### src/rtl/rlcfd_pkg.sv
// Shared types, constants and helper functions for the LED command frame driver.
`timescale 1ns / 1ps

package rlcfd_pkg;

  localparam int LINE_LEN = 12;
  localparam int CNT_W    = $clog2(LINE_LEN + 1);
  localparam int Q_DEPTH  = 2;
  localparam int Q_PTR_W  = $clog2(Q_DEPTH);
  localparam int Q_CNT_W  = $clog2(Q_DEPTH + 1);
  localparam int IDX_W    = 5;

  localparam logic [7:0] CHR_CR   = 8'h0D;
  localparam logic [7:0] CHR_HASH = 8'h23;
  localparam logic [7:0] CHR_D    = 8'h44;
  localparam logic [7:0] CHR_6    = 8'h36;
  localparam logic [7:0] CHR_8    = 8'h38;
  localparam logic [7:0] LED_HEAD = 8'hE0;
  localparam logic [7:0] FILL_LO  = 8'h00;
  localparam logic [7:0] FILL_HI  = 8'hFF;
  localparam logic [7:0] WHEEL_A  = 8'd85;
  localparam logic [7:0] WHEEL_B  = 8'd170;

  localparam logic [7:0] RAINBOW_WORD [LINE_LEN] = '{
    8'h23, 8'h46, 8'h55, 8'h4C, 8'h4C, 8'h52,
    8'h41, 8'h49, 8'h4E, 8'h42, 8'h4F, 8'h57
  };

  typedef enum logic [1:0] {
    CH_ECHO   = 2'd0,
    CH_STATUS = 2'd1,
    CH_LED    = 2'd2
  } chan_t;

  typedef enum logic [1:0] {
    ST_COLOR   = 2'd0,
    ST_RAINBOW = 2'd1,
    ST_FORMAT  = 2'd2,
    ST_HEX     = 2'd3
  } status_t;

  typedef enum logic [1:0] {
    JOB_ECHO   = 2'd0,
    JOB_STATUS = 2'd1,
    JOB_COLOR  = 2'd2,
    JOB_WHEEL  = 2'd3
  } job_t;

  typedef struct packed {
    job_t        job;
    logic [7:0]  echo;
    status_t     status;
    logic [7:0]  red;
    logic [7:0]  green;
    logic [7:0]  blue;
    logic [1:0]  lit;
  } desc_t;

  function automatic logic is_hex(input logic [7:0] c);
    is_hex = (c >= 8'h30 && c <= 8'h39) || (c >= 8'h61 && c <= 8'h66) ||
             (c >= 8'h41 && c <= 8'h46);
  endfunction

  function automatic logic [3:0] hex_val(input logic [7:0] c);
    logic [7:0] v;
    if (c >= 8'h30 && c <= 8'h39) begin
      v = c - 8'h30;
    end else if (c >= 8'h61 && c <= 8'h66) begin
      v = c - 8'h57;
    end else begin
      v = c - 8'h37;
    end
    hex_val = v[3:0];
  endfunction

endpackage

### src/rtl/rlcfd_front.sv
// Front end: accepts items, keeps the line store and classifies finished lines.
`timescale 1ns / 1ps

module rlcfd_front
  import rlcfd_pkg::*;
(
  input  logic       clk,
  input  logic       rst_n,
  input  logic       in_valid,
  output logic       in_ready,
  input  logic       in_kind,
  input  logic [7:0] in_byte,
  output logic       push,
  output desc_t      push_desc,
  input  logic       q_full
);

  logic [7:0]       store_r [LINE_LEN];
  logic [7:0]       store_nxt [LINE_LEN];
  logic [CNT_W-1:0] cnt_r, cnt_nxt, cnt_inc;
  logic             pend_r, pend_nxt;
  logic             kind_r;
  logic [7:0]       byte_r;
  logic             end_r;
  logic             rainbow_r, rainbow_nxt;
  logic [7:0]       wheel_r, wheel_nxt;
  logic             accept, line_end, cr_seen;

  logic             rb_match, hex_ok, fmt_ok;
  logic [7:0]       p, q, q3, r_w, g_w, b_w;
  logic             has_result, fire;
  logic [7:0]       lit_code;

  assign in_ready = !pend_r;
  assign accept   = in_valid && in_ready;
  assign cnt_inc  = cnt_r + 1'b1;
  assign cr_seen  = (in_byte == CHR_CR);
  assign line_end = cr_seen || (cnt_inc == CNT_W'(LINE_LEN));

  // Store the byte and, after a carriage return, a zero terminator.
  always_comb begin
    for (int i = 0; i < LINE_LEN; i++) begin
      store_nxt[i] = store_r[i];
      if (accept && !in_kind) begin
        if (cnt_r == CNT_W'(i)) begin
          store_nxt[i] = in_byte;
        end else if (cr_seen && cnt_inc == CNT_W'(i)) begin
          store_nxt[i] = 8'h00;
        end
      end
    end
  end

  // Line check on the stored characters.
  always_comb begin
    rb_match = 1'b1;
    for (int i = 1; i < LINE_LEN; i++) begin
      if (store_r[i] != RAINBOW_WORD[i]) rb_match = 1'b0;
    end
    hex_ok = 1'b1;
    for (int i = 1; i <= 6; i++) begin
      if (!is_hex(store_r[i])) hex_ok = 1'b0;
    end
    fmt_ok = (store_r[7] == CHR_D) && (store_r[8] >= CHR_6) &&
             (store_r[8] <= CHR_8) && (store_r[9] == CHR_CR);
  end

  // Color wheel for the current position.
  always_comb begin
    p = ~wheel_r;
    if (p < WHEEL_A) begin
      q = p;
    end else if (p < WHEEL_B) begin
      q = p - WHEEL_A;
    end else begin
      q = p - WHEEL_B;
    end
    q3 = q + {q[6:0], 1'b0};
    if (p < WHEEL_A) begin
      r_w = FILL_HI - q3; g_w = FILL_LO; b_w = q3;
    end else if (p < WHEEL_B) begin
      r_w = FILL_LO; g_w = q3; b_w = FILL_HI - q3;
    end else begin
      r_w = q3; g_w = FILL_HI - q3; b_w = FILL_LO;
    end
  end

  assign lit_code = store_r[8] - CHR_6;

  // Build the job descriptor and the state changes it carries.
  always_comb begin
    push_desc        = '0;
    push_desc.echo   = byte_r;
    rainbow_nxt      = rainbow_r;
    wheel_nxt        = wheel_r;
    has_result       = 1'b1;
    fire             = pend_r && !q_full;
    if (kind_r) begin
      has_result       = rainbow_r;
      push_desc.job    = JOB_WHEEL;
      push_desc.red    = r_w;
      push_desc.green  = g_w;
      push_desc.blue   = b_w;
      if (fire && rainbow_r) wheel_nxt = wheel_r + 8'd1;
    end else if (!end_r) begin
      push_desc.job    = JOB_ECHO;
    end else begin
      push_desc.job    = JOB_STATUS;
      priority if (store_r[0] != CHR_HASH) begin
        push_desc.status = ST_FORMAT;
      end else if (rb_match) begin
        push_desc.status = ST_RAINBOW;
        if (fire) rainbow_nxt = 1'b1;
      end else if (!hex_ok) begin
        push_desc.status = ST_HEX;
      end else if (!fmt_ok) begin
        push_desc.status = ST_FORMAT;
      end else begin
        push_desc.job    = JOB_COLOR;
        push_desc.status = ST_COLOR;
        push_desc.red    = {hex_val(store_r[1]), hex_val(store_r[2])};
        push_desc.green  = {hex_val(store_r[3]), hex_val(store_r[4])};
        push_desc.blue   = {hex_val(store_r[5]), hex_val(store_r[6])};
        push_desc.lit    = lit_code[1:0];
        if (fire) rainbow_nxt = 1'b0;
      end
    end
    push = fire && has_result;
  end

  always_comb begin
    pend_nxt = pend_r;
    cnt_nxt  = cnt_r;
    if (accept) begin
      pend_nxt = 1'b1;
      if (!in_kind) cnt_nxt = line_end ? '0 : cnt_inc;
    end else if (fire) begin
      pend_nxt = 1'b0;
    end
  end

  always_ff @(posedge clk) begin
    if (!rst_n) begin
      pend_r    <= 1'b0;
      cnt_r     <= '0;
      rainbow_r <= 1'b0;
      wheel_r   <= '0;
      for (int i = 0; i < LINE_LEN; i++) store_r[i] <= '0;
    end else begin
      pend_r    <= pend_nxt;
      cnt_r     <= cnt_nxt;
      rainbow_r <= rainbow_nxt;
      wheel_r   <= wheel_nxt;
      for (int i = 0; i < LINE_LEN; i++) store_r[i] <= store_nxt[i];
    end
  end

  always_ff @(posedge clk) begin
    if (accept) begin
      kind_r <= in_kind;
      byte_r <= in_byte;
      end_r  <= line_end;
    end
  end

endmodule

### src/rtl/rlcfd_fifo.sv
// Short job queue between the front end and the frame sequencer.
`timescale 1ns / 1ps

module rlcfd_fifo
  import rlcfd_pkg::*;
(
  input  logic  clk,
  input  logic  rst_n,
  input  logic  push,
  input  desc_t push_desc,
  output logic  full,
  input  logic  pop,
  output desc_t head,
  output logic  empty
);

  desc_t              mem_r [Q_DEPTH];
  logic [Q_PTR_W-1:0] wr_r, wr_nxt, rd_r, rd_nxt;
  logic [Q_CNT_W-1:0] cnt_r, cnt_nxt;
  logic               do_push, do_pop;

  assign full    = (cnt_r == Q_CNT_W'(Q_DEPTH));
  assign empty   = (cnt_r == '0);
  assign do_push = push && !full;
  assign do_pop  = pop && !empty;
  assign head    = mem_r[rd_r];

  always_comb begin
    wr_nxt  = do_push ? wr_r + 1'b1 : wr_r;
    rd_nxt  = do_pop ? rd_r + 1'b1 : rd_r;
    cnt_nxt = cnt_r + Q_CNT_W'(do_push) - Q_CNT_W'(do_pop);
  end

  always_ff @(posedge clk) begin
    if (!rst_n) begin
      wr_r  <= '0;
      rd_r  <= '0;
      cnt_r <= '0;
    end else begin
      wr_r  <= wr_nxt;
      rd_r  <= rd_nxt;
      cnt_r <= cnt_nxt;
    end
  end

  always_ff @(posedge clk) begin
    if (do_push) mem_r[wr_r] <= push_desc;
  end

endmodule

### src/rtl/rlcfd_back.sv
// Back end: steps through one job and emits its results into the output register.
`timescale 1ns / 1ps

module rlcfd_back
  import rlcfd_pkg::*;
(
  input  logic       clk,
  input  logic       rst_n,
  input  logic [4:0] brightness,
  input  desc_t      head,
  input  logic       q_empty,
  output logic       pop,
  output logic       out_valid,
  input  logic       out_ready,
  output logic [1:0] out_chan,
  output logic [7:0] out_data,
  output logic [1:0] out_status,
  output logic       out_last
);

  desc_t            desc_r;
  logic             busy_r, busy_nxt;
  logic [IDX_W-1:0] idx_r, idx_nxt;
  logic             ovalid_r, ovalid_nxt;
  chan_t            chan_r, chan_c;
  logic [7:0]       data_r, data_c;
  status_t          status_r, status_c;
  logic             last_r, last_c;
  logic             load, is_color;
  logic [IDX_W-1:0] fpos, zlen, led_end, fend, k;
  logic [7:0]       head_byte;

  assign pop      = !busy_r && !q_empty;
  assign load     = busy_r && (!ovalid_r || out_ready);
  assign is_color = (desc_r.job == JOB_COLOR);
  assign zlen     = is_color ? IDX_W'(8) : IDX_W'(4);
  assign led_end  = zlen + IDX_W'(12);
  assign fend     = {zlen[IDX_W-2:0], 1'b0} + IDX_W'(11);
  assign fpos     = is_color ? idx_r - IDX_W'(2) : idx_r;
  assign k        = fpos - zlen;
  assign head_byte = LED_HEAD | {3'b000, brightness};

  // Result for the current step of the job.
  always_comb begin
    chan_c   = CH_LED;
    data_c   = FILL_LO;
    status_c = ST_COLOR;
    last_c   = 1'b0;
    if (desc_r.job != JOB_WHEEL && idx_r == '0) begin
      chan_c = CH_ECHO;
      data_c = desc_r.echo;
      last_c = (desc_r.job == JOB_ECHO);
    end else if (desc_r.job != JOB_WHEEL && idx_r == IDX_W'(1)) begin
      chan_c   = CH_STATUS;
      status_c = desc_r.status;
      last_c   = (desc_r.job == JOB_STATUS);
    end else begin
      last_c = (fpos == fend);
      if (fpos < zlen) begin
        data_c = FILL_LO;
      end else if (fpos < led_end) begin
        if (desc_r.job == JOB_WHEEL || k[3:2] == desc_r.lit) begin
          unique case (k[1:0])
            2'd0:    data_c = head_byte;
            2'd1:    data_c = desc_r.blue;
            2'd2:    data_c = desc_r.green;
            default: data_c = desc_r.red;
          endcase
        end else begin
          data_c = (k[1:0] == 2'd0) ? LED_HEAD : FILL_LO;
        end
      end else begin
        data_c = FILL_HI;
      end
    end
  end

  always_comb begin
    busy_nxt   = busy_r;
    idx_nxt    = idx_r;
    ovalid_nxt = ovalid_r && !out_ready;
    if (pop) begin
      busy_nxt = 1'b1;
      idx_nxt  = '0;
    end else if (load) begin
      ovalid_nxt = 1'b1;
      idx_nxt    = idx_r + 1'b1;
      if (last_c) busy_nxt = 1'b0;
    end
  end

  always_ff @(posedge clk) begin
    if (!rst_n) begin
      busy_r   <= 1'b0;
      ovalid_r <= 1'b0;
      idx_r    <= '0;
    end else begin
      busy_r   <= busy_nxt;
      ovalid_r <= ovalid_nxt;
      idx_r    <= idx_nxt;
    end
  end

  always_ff @(posedge clk) begin
    if (pop) desc_r <= head;
    if (load) begin
      chan_r   <= chan_c;
      data_r   <= data_c;
      status_r <= status_c;
      last_r   <= last_c;
    end
  end

  assign out_valid  = ovalid_r;
  assign out_chan   = chan_r;
  assign out_data   = data_r;
  assign out_status = status_r;
  assign out_last   = last_r;

endmodule

### src/rtl/rgb_led_command_frame_driver_core.sv
// Top level of the LED command frame driver: front end, job queue, sequencer, register.
`timescale 1ns / 1ps
// Flow: an accepted item is registered, then classified and pushed into the queue when it
//   has room; the idle sequencer pops it and its results are registered at the output.
// Throughput: the front end takes no new item until the held one is queued; results
//   leave at one per cycle within a job while out_tready allows, and the next job is popped
//   only after the last result of a job is registered, so a color frame (30 results) sets the pace.
// Reset (rst_n low, synchronous): line store and counters clear, rainbow off, wheel at 0,
//   brightness back to 1, queue and output register empty.

module rgb_led_command_frame_driver_core
  import rlcfd_pkg::*;
(
  input  logic        clk,
  input  logic        rst_n,
  // input stream
  input  logic        in_tvalid,
  output logic        in_tready,
  input  logic [7:0]  in_tdata,   // [7:0] rx_byte
  input  logic        in_tuser,   // [0] kind
  // result stream
  output logic        out_tvalid,
  input  logic        out_tready,
  output logic [15:0] out_tdata,  // [7:0] data, [9:8] status, [15:10] zero
  output logic [1:0]  out_tuser,  // [1:0] channel
  output logic        out_tlast,
  // configuration port
  input  logic        cfg_psel,
  input  logic        cfg_penable,
  input  logic        cfg_pwrite,
  input  logic [2:0]  cfg_paddr,
  input  logic [31:0] cfg_pwdata,
  output logic [31:0] cfg_prdata,
  output logic        cfg_pready
);

  logic [4:0] bright_r;
  logic       cfg_wr;
  logic       push, q_full, pop, q_empty;
  desc_t      push_desc, head;
  logic [7:0] data_o;
  logic [1:0] status_o;

  // Register file: brightness only, word 0. The low byte-address bits are not decoded.
  assign cfg_pready = 1'b1;
  assign cfg_wr     = cfg_psel && cfg_penable && cfg_pwrite && cfg_pready;
  assign cfg_prdata = (cfg_paddr[2] == 1'b0) ? {27'd0, bright_r} : 32'd0;

  always_ff @(posedge clk) begin
    if (!rst_n) begin
      bright_r <= 5'd1;
    end else if (cfg_wr && cfg_paddr[2] == 1'b0) begin
      bright_r <= cfg_pwdata[4:0];
    end
  end

  // Front end: store each line byte, check the line at its end, step the wheel on ticks in rainbow mode.
  rlcfd_front u_front (
    .clk       (clk),
    .rst_n     (rst_n),
    .in_valid  (in_tvalid),
    .in_ready  (in_tready),
    .in_kind   (in_tuser),
    .in_byte   (in_tdata),
    .push      (push),
    .push_desc (push_desc),
    .q_full    (q_full)
  );

  // Job queue decouples classification from frame emission.
  rlcfd_fifo u_fifo (
    .clk       (clk),
    .rst_n     (rst_n),
    .push      (push),
    .push_desc (push_desc),
    .full      (q_full),
    .pop       (pop),
    .head      (head),
    .empty     (q_empty)
  );

  // Sequencer: emit echo, status and LED frame bytes, one transfer per cycle within a job while out_tready is high.
  rlcfd_back u_back (
    .clk        (clk),
    .rst_n      (rst_n),
    .brightness (bright_r),
    .head       (head),
    .q_empty    (q_empty),
    .pop        (pop),
    .out_valid  (out_tvalid),
    .out_ready  (out_tready),
    .out_chan   (out_tuser),
    .out_data   (data_o),
    .out_status (status_o),
    .out_last   (out_tlast)
  );

  assign out_tdata = {6'd0, status_o, data_o};

endmodule
### config.mk
export PLATFORM = sky130hd
export DESIGN_NAME = rgb_led_command_frame_driver_core
export DESIGN_NICKNAME = d
export VERILOG_FILES = /design/src/rtl/rlcfd_pkg.sv /design/src/rtl/rlcfd_front.sv /design/src/rtl/rlcfd_fifo.sv /design/src/rtl/rlcfd_back.sv /design/src/rtl/rgb_led_command_frame_driver_core.sv
export SDC_FILE = /design/constraint.sdc
export NUM_CORES = 1
export LEC_CHECK = 0
export CAP_MARGIN = 0
export CELL_PAD_IN_SITES_DETAIL_PLACEMENT = 1
export CELL_PAD_IN_SITES_GLOBAL_PLACEMENT = 1
export CORE_ASPECT_RATIO = 0.7
export CORE_MARGIN = 2
export CORE_UTILIZATION = 30
export CTS_BUF_LIST = sky130_fd_sc_hd__clkbuf_4
export DETAILED_ROUTE_END_ITERATION = 10
export DONT_BUFFER_PORTS = 1
export GPL_ROUTABILITY_DRIVEN = 0
export PLACE_DENSITY_LB_ADDON = 0.12
export SYNTH_ARGS = -nofsm -noshare
export SYNTH_HDL_FRONTEND = slang
export SYNTH_SLANG_ARGS = --single-unit
### constraint.sdc
create_clock -name clk -period 6.3 [get_ports clk]
set_input_delay 0 -clock clk [delete_from_list [all_inputs] [get_ports clk]]
set_output_delay 0 -clock clk [all_outputs]
set_load 0.005 [all_outputs]
==> results.md, run 1 <==
* Status: completed
* NumNets Final at 1342
* Vias in the first global route at 9156
* Worst-path clk slew at 0.06 ns
* WS Path Type: reg2reg
* Sum Neg Setup Slack at 0 ns
* First drt pass iteration count at 4
* Initial Util at 0.304
* Routed Antenna Nets at 0
* WHS at 0.0334 ns
* Syn avg cell area at 11.1 um^2
* Slowest-stage cell, CP: clkinv_1
* FF-to-FF End: u_fifo.mem_r[1][9]$_DFFE_PP_
* YS warnings at 0
* Worst Setup EP: u_fifo.mem_r[1][9]$_DFFE_PP_
* CTS tree: done
* Dpl cells at 1725
* Min Tclk post-route at 4.66 ns
* Worst path buffer plus inverter count at 2
* Fillers at 4879
* Hold WC Path Type: in2out
* Number of synthesized register bits at 263
* Largest net degree at the start of global routing at 123
* Syn-to-layout area delta at 12.2%
* Worst path depth at 17
* GRT Overall Usage at 0.163
* FMAX at 0.215 GHz
* H-tree levels at 3
* I/O Pins at 105
* Max VDD drop at 114 uV
* PwrDens at 295 nW/um^2
* Share of the synthesized area in the top cell type at 0.311
* DRT iter0 DRCs at 492
* Final hold violation count at 0
* Synth unique cells at 76
* Final worst-path cycle share at 0.739
* Primary FF master, synth: edfxtp_1
* DR vias/cell at 4.87
* Family with the most delay on the worst path: compound AO/OA/AOI/OAI gates
* Wire per inst at 19.7 um
* Die Y at 180 um
* Register-to-Register Path Depth at 17
* Port Buf Inserts at 0
* # rows at 64
* Synth area leaders: edfxtp_1 31%, dfxtp_1 19%, nor2b_1 5.9%
* Syn Std Cell Area at 13200 um^2
* Max cap viols at 0
* Cells after Synth at 1190
* CP startpoint: u_front.wheel_r[2]$_SDFFE_PN0P_
* Clock buffer depth at 3
* Count leader, synth: edfxtp_1
* Worst setup SP type: register
* Detailed-route DRC error count at 0
* Arrival @ worst endpoint at 5.11 ns
* Slew HR at 0.289
* Initial antenna violation count at 4
* DP Wirelength at 24.4 mm
* TritonCTS Sinks at 263
* Ratio of cells with drive above 1 in the final layout at 0.158
* Worst r2r src: u_front.wheel_r[2]$_SDFFE_PN0P_
* Reg2Reg Setup Slack at 1.64 ns
* Area of the core at 43600 um^2
* Sequential cell area fraction in the yosys report at 0.502
* Max incr delay on CP at 0.45 ns
* Crit. End Element: register
* RSZ-0062 raised after global routing: false
* Slew @ Worst Pin at 1.06 ns
* LEAKAGE at 5.15 nW
* WL final at 37.0 mm
* Clock Tree Root: clkbuf_4
* Final setup vio count at 0
* Clock Skew at 0.0417 ns
* Clock latency on the worst-skew pair at 0.75 ns
* Fraction of registers with async set/reset at 0
* Critical Path RT at 6.76 ns
* Final std cells w/o fill at 1879
* Die ar. at 45800 um^2
* Cts bufs inserted at 71
* Worst-path fanout max at 15
* Die X at 255 um
* Final slew viol count at 0
* Top cells by count, synth: 137 x edfxtp_1, 126 x dfxtp_1, 125 x nor2b_1
* EDFF count, synth at 137
* Global-route wire length before repair at 56.6 mm
* Vias at 9157
* Area leader, netlist: edfxtp_1
* Critical-path cell list: a21o_1, a21o_1, a21oi_1, buf_4, clkinv_1, a21oi_1, nor2_1, a221oi_1, ha_1, nor2b_1, o31a_1, o21ai_0, nand2_1, xnor2_1, ha_1, a211o_1, o2bb2ai_2
* Gr ovfl total at 0
-- state kept, by name (all words and copies together) (netlist names), 4 cells and up --
signal	flops
u_back.idx_r	5
bright_r	5
u_front.cnt_r	4
u_back.desc_r	38
u_fifo.mem_r	76
u_back.out_data	8
u_front.store_r	96
u_front.byte_r	8
u_front.wheel_r	8
-- cell type report --
class	instances	area [um^2]	area share
antenna	3	7.51	0.000506
multi-input combinational	816	6030	0.406
clock buffer	115	863	0.0582
tap	594	743	0.0501
inverter	44	165	0.0111
clock inverter	10	52.6	0.00354
timing repair buffer	34	338	0.0228
sequential	263	6640	0.447
-- cells by family after synthesis --
family                     share of synthesized area
AOI/OAI and AO/OA                              0.147
xor gates and xnor gates                      0.0305
adders and majority gates                     0.0583
buffers and inverters                         0.0521
DFF                                            0.502
muxes                                         0.0569
other                                       0.000568
and+or+nand+nor                                0.153
-- cell usage in the layout, fill, tap and decap left out, types with 12 or more instances in the layout --
cell	Yosys	routed
clkbuf_4	0	115
edfxtp_1	137	137
nor2b_1	125	124
a21oi_1	28	28
inv_1	42	42
nand2_1	55	55
nor3_1	12	12
o21ai_0	17	17
dlygate4sd3_1	0	25
mux2i_1	20	20
ha_1	60	60
and2_1	28	27
nor2_1	41	40
dfxtp_1	126	126
a31oi_1	20	20
conb_1	2	34
mux2_2	39	39
a22oi_1	99	99
xnor2_1	36	36
-- how the worst min path moves through the flow --
stage                                to    startpoint  depth (start not counted)
after floorplan           cfg_prdata[0]  cfg_paddr[2]                          1
after global placement    cfg_prdata[0]  cfg_paddr[2]                          1
final                     cfg_prdata[3]  cfg_paddr[2]                          1
after global routing      cfg_prdata[3]  cfg_paddr[2]                          1
after CTS                 cfg_prdata[4]  cfg_paddr[2]                          1
after detailed placement  cfg_prdata[4]  cfg_paddr[2]                          1
-- per-stage QoR --
step	utilization	area [um^2]	setup slack (ns)	power [mW]
floorplan	-	13300	1.69	2.64
global placement	0.313	13600	1.66	2.82
detailed placement	0.313	13600	1.66	2.83
CTS	0.340	14800	1.62	4.48
global route	0.341	14800	1.26	4.65
finish	0.341	14800	1.64	4.38
-- power by group --
part / switching (mW) / total [mW] / internal [mW] / leakage [nW]
Sequential: 0.0881 / 2.14 / 2.05 / 2.27
Clock: 0.742 / 1.57 / 0.825 / 0.555
Combinational: 0.407 / 0.677 / 0.270 / 2.32
Total: 1.24 / 4.38 / 3.14 / 5.15
-- per-layer routing --
| metal | up-vias | track usage | wire [um] |
|---|---|---|---|
| li1 | 4410 | - | - |
| met1 | 4531 | 0.250 | 19900 |
| met2 | 160 | 0.223 | 14900 |
| met3 | 56 | 0.0362 | 1380 |
| met4 | 0 | 0.0505 | 708 |
| met5 | - | 0 | 0 |
-- timing repair --
action,in CTS,in global routing
setup buffers,0,0
setup endpoints to repair,0,0
gates resized for setup,0,0
hold buffers,26,0
endpoints found under the hold margin,159,0
Note: power is estimated with default switching activity, not from simulation.
==> inputs of run 2 (changes only) <==
--- a/config.mk
+++ b/config.mk
@@ -5,6 +5,7 @@
 export SDC_FILE = /design/constraint.sdc
 export NUM_CORES = 1
 export LEC_CHECK = 0
+export ABC_AREA = 1
 export CAP_MARGIN = 0
 export CELL_PAD_IN_SITES_DETAIL_PLACEMENT = 1
 export CELL_PAD_IN_SITES_GLOBAL_PLACEMENT = 1
==> constraint.sdc (replaced) <==
create_clock -name clk -period 4 [get_ports clk]
set_input_delay 0 -clock clk [delete_from_list [all_inputs] [get_ports clk]]
set_output_delay 0 -clock clk [all_outputs]
set_load 0.005 [all_outputs]
==> results.md, run 2 <==
* Status: completed
* Most used cell, CP: nand2_1
* Worst r2r src: u_front.wheel_r[0]$_SDFFE_PN0P_
* LEAKAGE at 5.82 nW (+13%)
* Number of synthesized register bits at 263 (unchanged)
* Syn Std Cell Area at 13300 um^2 (+0.86%)
* Largest register FFs at 96 (unchanged)
* Setup Fix Bufs, Post-CTS at 0 (unchanged)
* Largest register by flop count: u_front.store_r
* Clock buffer depth at 3 (unchanged)
* Sum Neg Setup Slack at 0 ns (unchanged)
* Slew @ Worst Pin at 1.06 ns (-0.00700 ns)
* Die X at 256 um (+0.42%)
* NumNets Final at 1798 (+34%)
* Arrival @ worst endpoint at 4.00 ns (-1.11 ns)
* Family with the most delay on the worst path: compound AO/OA/AOI/OAI gates
* Routed Antenna Nets at 0 (unchanged)
* Worst-path clk slew at 0.06 ns (about the same)
* Top Registers: u_front.store_r: 96 flops, u_fifo.mem_r: 76 flops, u_back.desc_r: 38 flops
* Reg2Reg Setup Slack at 0.46 ns (-1.19 ns)
* Clock Skew at 0.0713 ns (+0.0296 ns)
* Most frequent cells in the layout: 555 x nand2_1, 153 x a21oi_1, 137 x edfxtp_1, 133 x inv_1, 126 x dfxtp_1
* Hold WC Path Type: in2out
* Die Y at 180 um (+0.42%)
* Pre-CTS WS at 0.177 ns (-1.49 ns)
* Syn-to-layout area delta at 13.0%
* Initial antenna violation count at 3 (-1)
* Critical-path cell list: ha_1, o21ai_2, nand3_1, nand2_2, inv_2, nor2_4, inv_1, o22ai_1, xor2_1, ha_1, a21oi_1, nand2_1, nand2_1, a21oi_1, o21ai_0, nand2_1, ha_1, a21oi_1, nand2_1, o21ai_0, a21oi_2
* Largest net degree at the start of global routing at 82 (-33%)
* Register-to-Register Path Depth at 21 (+4)
* Max incr delay on CP at 0.34 ns (-0.11 ns)
* Slowest-stage cell, CP: dfxtp_1
* Detailed-route DRC error count at 0 (unchanged)
* Area leader, netlist: edfxtp_1
* First drt pass iteration count at 4 (unchanged)
* Count leader, synth: nand2_1
* CTS tree: done
* WL final at 40.7 mm (+10%)
* YS warnings at 0 (unchanged)
* Cells after Synth at 1613 (+36%)
* Final setup vio count at 0 (unchanged)
* GRT Overall Usage at 0.178 (+0.0150)
* Worst path buffer plus inverter count at 2 (unchanged)
* Gr ovfl total at 0 (unchanged)
* Global-route wire length before repair at 63.9 mm (+13%)
* DP Wirelength at 28.2 mm (+16%)
* Syn avg cell area at 8.27 um^2 (-26%)
* Critical Path RT at 4.46 ns (-2.30 ns)
* Most common cell after layout, fill and taps aside: nand2_1
* Worst setup margin at 0.459 ns (-1.19 ns)
* EDFF count, synth at 137 (unchanged)
* Synth area leaders: edfxtp_1 31%, dfxtp_1 19%, nand2_1 16%
* Cts bufs inserted at 74 (+4.2%)
* Min Tclk post-route at 3.54 ns (-1.11 ns)
* Max VDD drop at 188 uV (+65%)
* WHS Endpoint: cfg_prdata[4]
* Initial Util at 0.305 (+0.000934)
* Primary FF master, synth: edfxtp_1
* Ratio of cells with drive above 1 in the final layout at 0.108 (-0.0499)
* Vias in the first global route at 11057 (+21%)
* Wire per inst at 17.5 um (-11%)
* Die ar. at 46200 um^2 (+0.85%)
* Worst setup SP type: register
* Worst-path fanout max at 6 (-9)
* Port Buf Inserts at 0 (unchanged)
* PwrDens at 481 nW/um^2 (+63%)
* FF-to-FF End: u_fifo.mem_r[0][8]$_DFFE_PP_
* Final slew viol count at 0 (unchanged)
* Clock latency on the worst-skew pair at 0.74 ns (about the same)
* I/O Pins at 105 (unchanged)
* Min-Delay Path Depth at 1 (unchanged)
* # rows at 64 (unchanged)
* Hold_sp: cfg_paddr[2]
* Crit. End Element: register
* H-tree levels at 3 (unchanged)
* RSZ-0062 raised after global routing: false
* Slew HR at 0.293 (+0.00468)
* DR vias/cell at 4.67 (-4.2%)
* WS Path Type: reg2reg
* Share of the synthesized area in the top cell type at 0.308 (-0.00266)
* Fraction of registers with async set/reset at 0 (unchanged)
* Final worst-path cycle share at 0.885 (+0.146)
* Top cells by count, synth: 555 x nand2_1, 153 x a21oi_1, 137 x edfxtp_1
* FMAX at 0.282 GHz (+31%)
* Final hold violation count at 0 (unchanged)
* Worst path depth at 21 (+4)
* Synth unique cells at 44 (-42%)
* Clock Tree Root: clkbuf_4
* Sequential cell area fraction in the yosys report at 0.498 (-0.00428)
* Max cap viols at 0 (unchanged)
* DRT iter0 DRCs at 458 (-6.9%)
* TritonCTS Sinks at 263 (unchanged)
* Area of the core at 43800 um^2 (+0.55%)
* Vias at 10848 (+18%)
run 2: cell types whose count changed after synthesis, sizes merged, moves of 25 or more:
cell | before | now
a21oi | 28 | 164
nor2b | 125 | 0
mux2 | 39 | 0
and2 | 29 | 0
nor2 | 41 | 97
nand3 | 10 | 61
clkbuf | 59 | 34
xnor2 | 36 | 4
o21ai | 27 | 70
nand2 | 55 | 559
inv | 42 | 141
a22oi | 99 | 0
run 2: logic make-up after synthesis:
group,count (synthesis),synth area share
buf+inv,222,0.0743
flops,263,0.498
simple gates,783,0.246
other cells,2,0.000563
compound gates,256,0.105
xor+xnor,26,0.0182
fa+ha+maj,61,0.0578
run 2: stage by stage:
stage	area, um^2	hold WS, ns	util	power [mW]	instances
after floorplan	13500	0.0311	-	4.40	1645
after CTS	15100	0.0165	0.344	7.42	2321
after detailed placement	13900	0.0335	0.317	4.87	2175
after global routing	15100	0.0338	0.344	7.75	2323
final	15100	0.0328	0.344	7.25	2323
after global placement	13900	0.0364	0.317	4.85	2175
run 2: worst reg2reg max path, delay by kind of cell (launching register included):
family	cells	cell delay, ns
adder cells (fa/ha/maj)	3	0.77
AND/OR/NAND/NOR	7	0.71
XOR/XNOR	1	0.23
buffers and inverters	2	0.15
flip-flops	1	0.34
AO/OA/AOI/OAI	8	1.12
run 2: what timing repair did:
item | CTS | global route
hold buffers | 29 | 0
resized for setup | 0 | 3
endpoints found under the setup margin | 0 | 12
endpoints found under the hold margin | 145 | 0
run 2: worst max-delay path by stage:
stage | start | end | slack (ns)
3_3_place_gp | u_front.wheel_r[0]$_SDFFE_PN0P_ | u_fifo.mem_r[0][8]$_DFFE_PP_ | 0.28
5_1_grt | u_front.wheel_r[6]$_SDFFE_PN0P_ | u_fifo.mem_r[0][8]$_DFFE_PP_ | 0.04
2_1_floorplan | u_front.wheel_r[1]$_SDFFE_PN0P_ | u_fifo.mem_r[0][8]$_DFFE_PP_ | 0.67
6_report | u_front.wheel_r[0]$_SDFFE_PN0P_ | u_fifo.mem_r[0][8]$_DFFE_PP_ | 0.46
3_5_place_dp | u_front.wheel_r[0]$_SDFFE_PN0P_ | u_fifo.mem_r[1][8]$_DFFE_PP_ | 0.18
4_1_cts | u_front.wheel_r[0]$_SDFFE_PN0P_ | u_fifo.mem_r[0][8]$_DFFE_PP_ | 0.20
run 2: layout make-up:
| type | count | area (um^2) |
|---|---|---|
| inverters | 144 | 542 |
| fillers | 5242 | 28700 |
| diodes | 2 | 5.00 |
| multi-input cells | 1160 | 5860 |
| well taps | 594 | 743 |
| repair buffers | 43 | 405 |
| clock buffers | 107 | 803 |
| flip-flops and latches | 263 | 6640 |
| clock inverters | 10 | 73.8 |
run 2: metal layers:
layer / global-route usage / wire, um
met1: 0.256 / 21100
met2: 0.270 / 17500
met3: 0.0354 / 1430
met4: 0.0480 / 648
met5: 0 / 0
run 2: power by group:
group	internal [mW]	switching (mW)
logic	0.350	1.04
clock network	1.27	1.15
registers	3.29	0.142
total	4.92	2.33
==> inputs of run 3 (changes only) <==
--- a/config.mk
+++ b/config.mk
@@ -7,7 +7,7 @@
 export LEC_CHECK = 0
 export ABC_AREA = 1
 export CAP_MARGIN = 0
-export CELL_PAD_IN_SITES_DETAIL_PLACEMENT = 1
+export CELL_PAD_IN_SITES_DETAIL_PLACEMENT = 0
 export CELL_PAD_IN_SITES_GLOBAL_PLACEMENT = 1
 export CORE_ASPECT_RATIO = 0.7
 export CORE_MARGIN = 2
@@ -20,3 +20,4 @@
 export SYNTH_ARGS = -nofsm -noshare
 export SYNTH_HDL_FRONTEND = slang
 export SYNTH_SLANG_ARGS = --single-unit
+export TNS_END_PERCENT = 5
==> results.md, run 3 (same netlist as run 2, synthesis figures left out) <==
* Status: completed
* Top Registers: u_front.store_r: 96 flops, u_fifo.mem_r: 76 flops, u_back.desc_r: 38 flops
* Area of the core at 43800 um^2 (unchanged)
* Gr ovfl total at 0 (unchanged)
* Die Y at 180 um (unchanged)
* Worst setup SP type: register
* Routed Antenna Nets at 0 (unchanged)
* Syn-to-layout area delta at 13.1%
* Critical-path cell list: ha_1, o21ai_2, nand3_1, nand2_2, inv_2, nor2_2, inv_1, o22ai_1, xor2_1, ha_1, a21oi_1, nand2_1, nand2_1, a21oi_1, o21ai_1, nand2_1, ha_1, a21oi_1, nand2_1, o21ai_0, a21oi_2
* Arrival @ worst endpoint at 3.99 ns (about the same)
* DRT iter0 DRCs at 622 (+36%)
* Register-to-Register Path Depth at 21 (unchanged)
* DR vias/cell at 4.57 (-2.1%)
* Wire per inst at 16.9 um (-3.7%)
* Final setup vio count at 0 (unchanged)
* Slew HR at 0.258 (-0.0355)
* Vias in the first global route at 10354 (-6.4%)
* Clock buffer depth at 3 (unchanged)
* Slew @ Worst Pin at 1.11 ns (+0.0531 ns)
* # rows at 64 (unchanged)
* Max incr delay on CP at 0.34 ns (about the same)
* GRT Overall Usage at 0.171 (-0.00640)
* Most frequent cells in the layout: 555 x nand2_1, 153 x a21oi_1, 137 x edfxtp_1, 133 x inv_1, 126 x dfxtp_1
* Port Buf Inserts at 0 (unchanged)
* Clock Tree Root: clkbuf_4
* Worst path depth at 21 (unchanged)
* Ratio of cells with drive above 1 in the final layout at 0.110 (+0.00187)
* Clock latency on the worst-skew pair at 0.75 ns (about the same)
* Min-Delay Path Depth at 1 (unchanged)
* Worst path buffer plus inverter count at 2 (unchanged)
* Initial Util at 0.305 (unchanged)
* DP Wirelength at 26.6 mm (-5.6%)
* Worst-path clk slew at 0.06 ns (about the same)
* CTS tree: done
* Largest register FFs at 96 (unchanged)
* NumNets Final at 1799 (+0.056%)
* Clock Skew at 0.0604 ns (-0.0109 ns)
* Worst-path fanout max at 6 (unchanged)
* LEAKAGE at 5.83 nW (+0.21%)
* Largest net degree at the start of global routing at 82 (unchanged)
* Sw frac at 0.325 (+0.00391)
* Max VDD drop at 212 uV (+13%)
* Max cap viols at 0 (unchanged)
* Sum Neg Setup Slack at 0 ns (unchanged)
* FMAX at 0.284 GHz (+0.45%)
* Critical Path RT at 4.46 ns (about the same)
* Die X at 256 um (unchanged)
* Internal power at 4.89 mW (-0.68%)
* Family with the most delay on the worst path: compound AO/OA/AOI/OAI gates
* First drt pass iteration count at 5 (+1)
* Seq pwr share at 0.474 (about the same)
* WL final at 39.3 mm (-3.4%)
* Die ar. at 46200 um^2 (unchanged)
* TritonCTS Sinks at 263 (unchanged)
* I/O Pins at 105 (unchanged)
* Post-layout util at 0.345 (+0.000457)
* H-tree levels at 3 (unchanged)
* WHS at 0.0334 ns (+0.000627 ns)
* Final hold violation count at 0 (unchanged)
* Final slew viol count at 0 (unchanged)
* Net switching power at 2.36 mW (+1.1%)
* WS Path Type: reg2reg
* Combinational fraction of design power at 0.192 (about the same)
* Initial antenna violation count at 2 (-1)
* Min Tclk post-route at 3.53 ns (-0.0159 ns)
* Most common cell after layout, fill and taps aside: nand2_1
* Slowest-stage cell, CP: dfxtp_1
* Detailed-route DRC error count at 0 (unchanged)
* PwrDens at 480 nW/um^2 (-0.24%)
* Hold WC Path Type: in2out
* Crit. End Element: register
* Vias at 10658 (-1.8%)
* Largest register by flop count: u_front.store_r
* RSZ-0062 raised after global routing: false
* Cts bufs inserted at 74 (unchanged)
* Global-route wire length before repair at 60.9 mm (-4.6%)
* Most used cell, CP: nand2_1
* Final worst-path cycle share at 0.881 (-0.00396)
* Clk pwr share at 0.333 (about the same)
## run 3: power by group through the flow
stage | Combinational, mW | Clock [mW] | Sequential (mW)
2_1_floorplan | 0.945 | 0 | 3.45
3_3_place_gp | 1.36 | 0 | 3.49
3_5_place_dp | 1.37 | 0 | 3.50
4_1_cts | 1.43 | 2.51 | 3.44
5_1_grt | 1.60 | 2.66 | 3.46
6_report | 1.39 | 2.42 | 3.44
## run 3: path summary, 6_finish.rpt
kind | startpoint | slack [ns] | endpoint
worst max-delay path | u_front.wheel_r[0]$_SDFFE_PN0P_ | 0.47 | u_fifo.mem_r[0][8]$_DFFE_PP_
worst min-delay path | cfg_paddr[2] | 0.03 | cfg_prdata[2]
worst max register to register | u_front.wheel_r[0]$_SDFFE_PN0P_ | 0.47 | u_fifo.mem_r[0][8]$_DFFE_PP_
worst min register to register | u_front.store_r[0][4]$_SDFFE_PN0P_ | 0.46 | u_front.store_r[0][4]$_SDFFE_PN0P_
## run 3: area by class of cell
cell class	count	area, um^2
fill	4619	28700
clock inverter	14	71.3
tap	594	743
clock buffer	109	818
inverter	144	542
sequential	263	6640
timing repair buffer	44	415
multi-input combinational	1160	5860
antenna	3	7.51
## run 3: worst reg2reg max path, stage by stage (launching register included)
cell     delay, ns
dfxtp_1       0.34
ha_1          0.26
o21ai_2       0.18
nand3_1       0.11
nand2_2       0.15
inv_2         0.06
nor2_2        0.19
inv_1         0.09
o22ai_1       0.14
xor2_1        0.24
ha_1          0.32
a21oi_1       0.20
nand2_1       0.07
nand2_1       0.08
a21oi_1       0.08
o21ai_1       0.16
nand2_1       0.09
ha_1          0.18
a21oi_1       0.14
nand2_1       0.06
o21ai_0       0.10
a21oi_2       0.06
## run 3: metrics by stage
step	setup slack (ns)	total power [mW]	instances	instance area [um^2]
floorplan	0.673	4.40	1645	13500
global placement	0.279	4.85	2175	13900
detailed placement	0.244	4.87	2175	13900
CTS	0.231	7.39	2328	15100
global route	0.0819	7.72	2329	15100
finish	0.475	7.24	2331	15100
## run 3: metal layers
layer | GRT usage | part of all wire | vias up
met4 | 0.0536 | 0.021 | 0
met2 | 0.249 | 0.41 | 191
met1 | 0.254 | 0.52 | 4962
li1 | - | - | 5439
met5 | 0 | 0 | -
met3 | 0.0346 | 0.040 | 66
## run 3: repair_timing
item,in CTS,in global routing
resized for setup,0,3
setup endpoints to repair,0,14
endpoints found under the hold margin,145,0
hold buffers,30,0
setup buffers,0,0
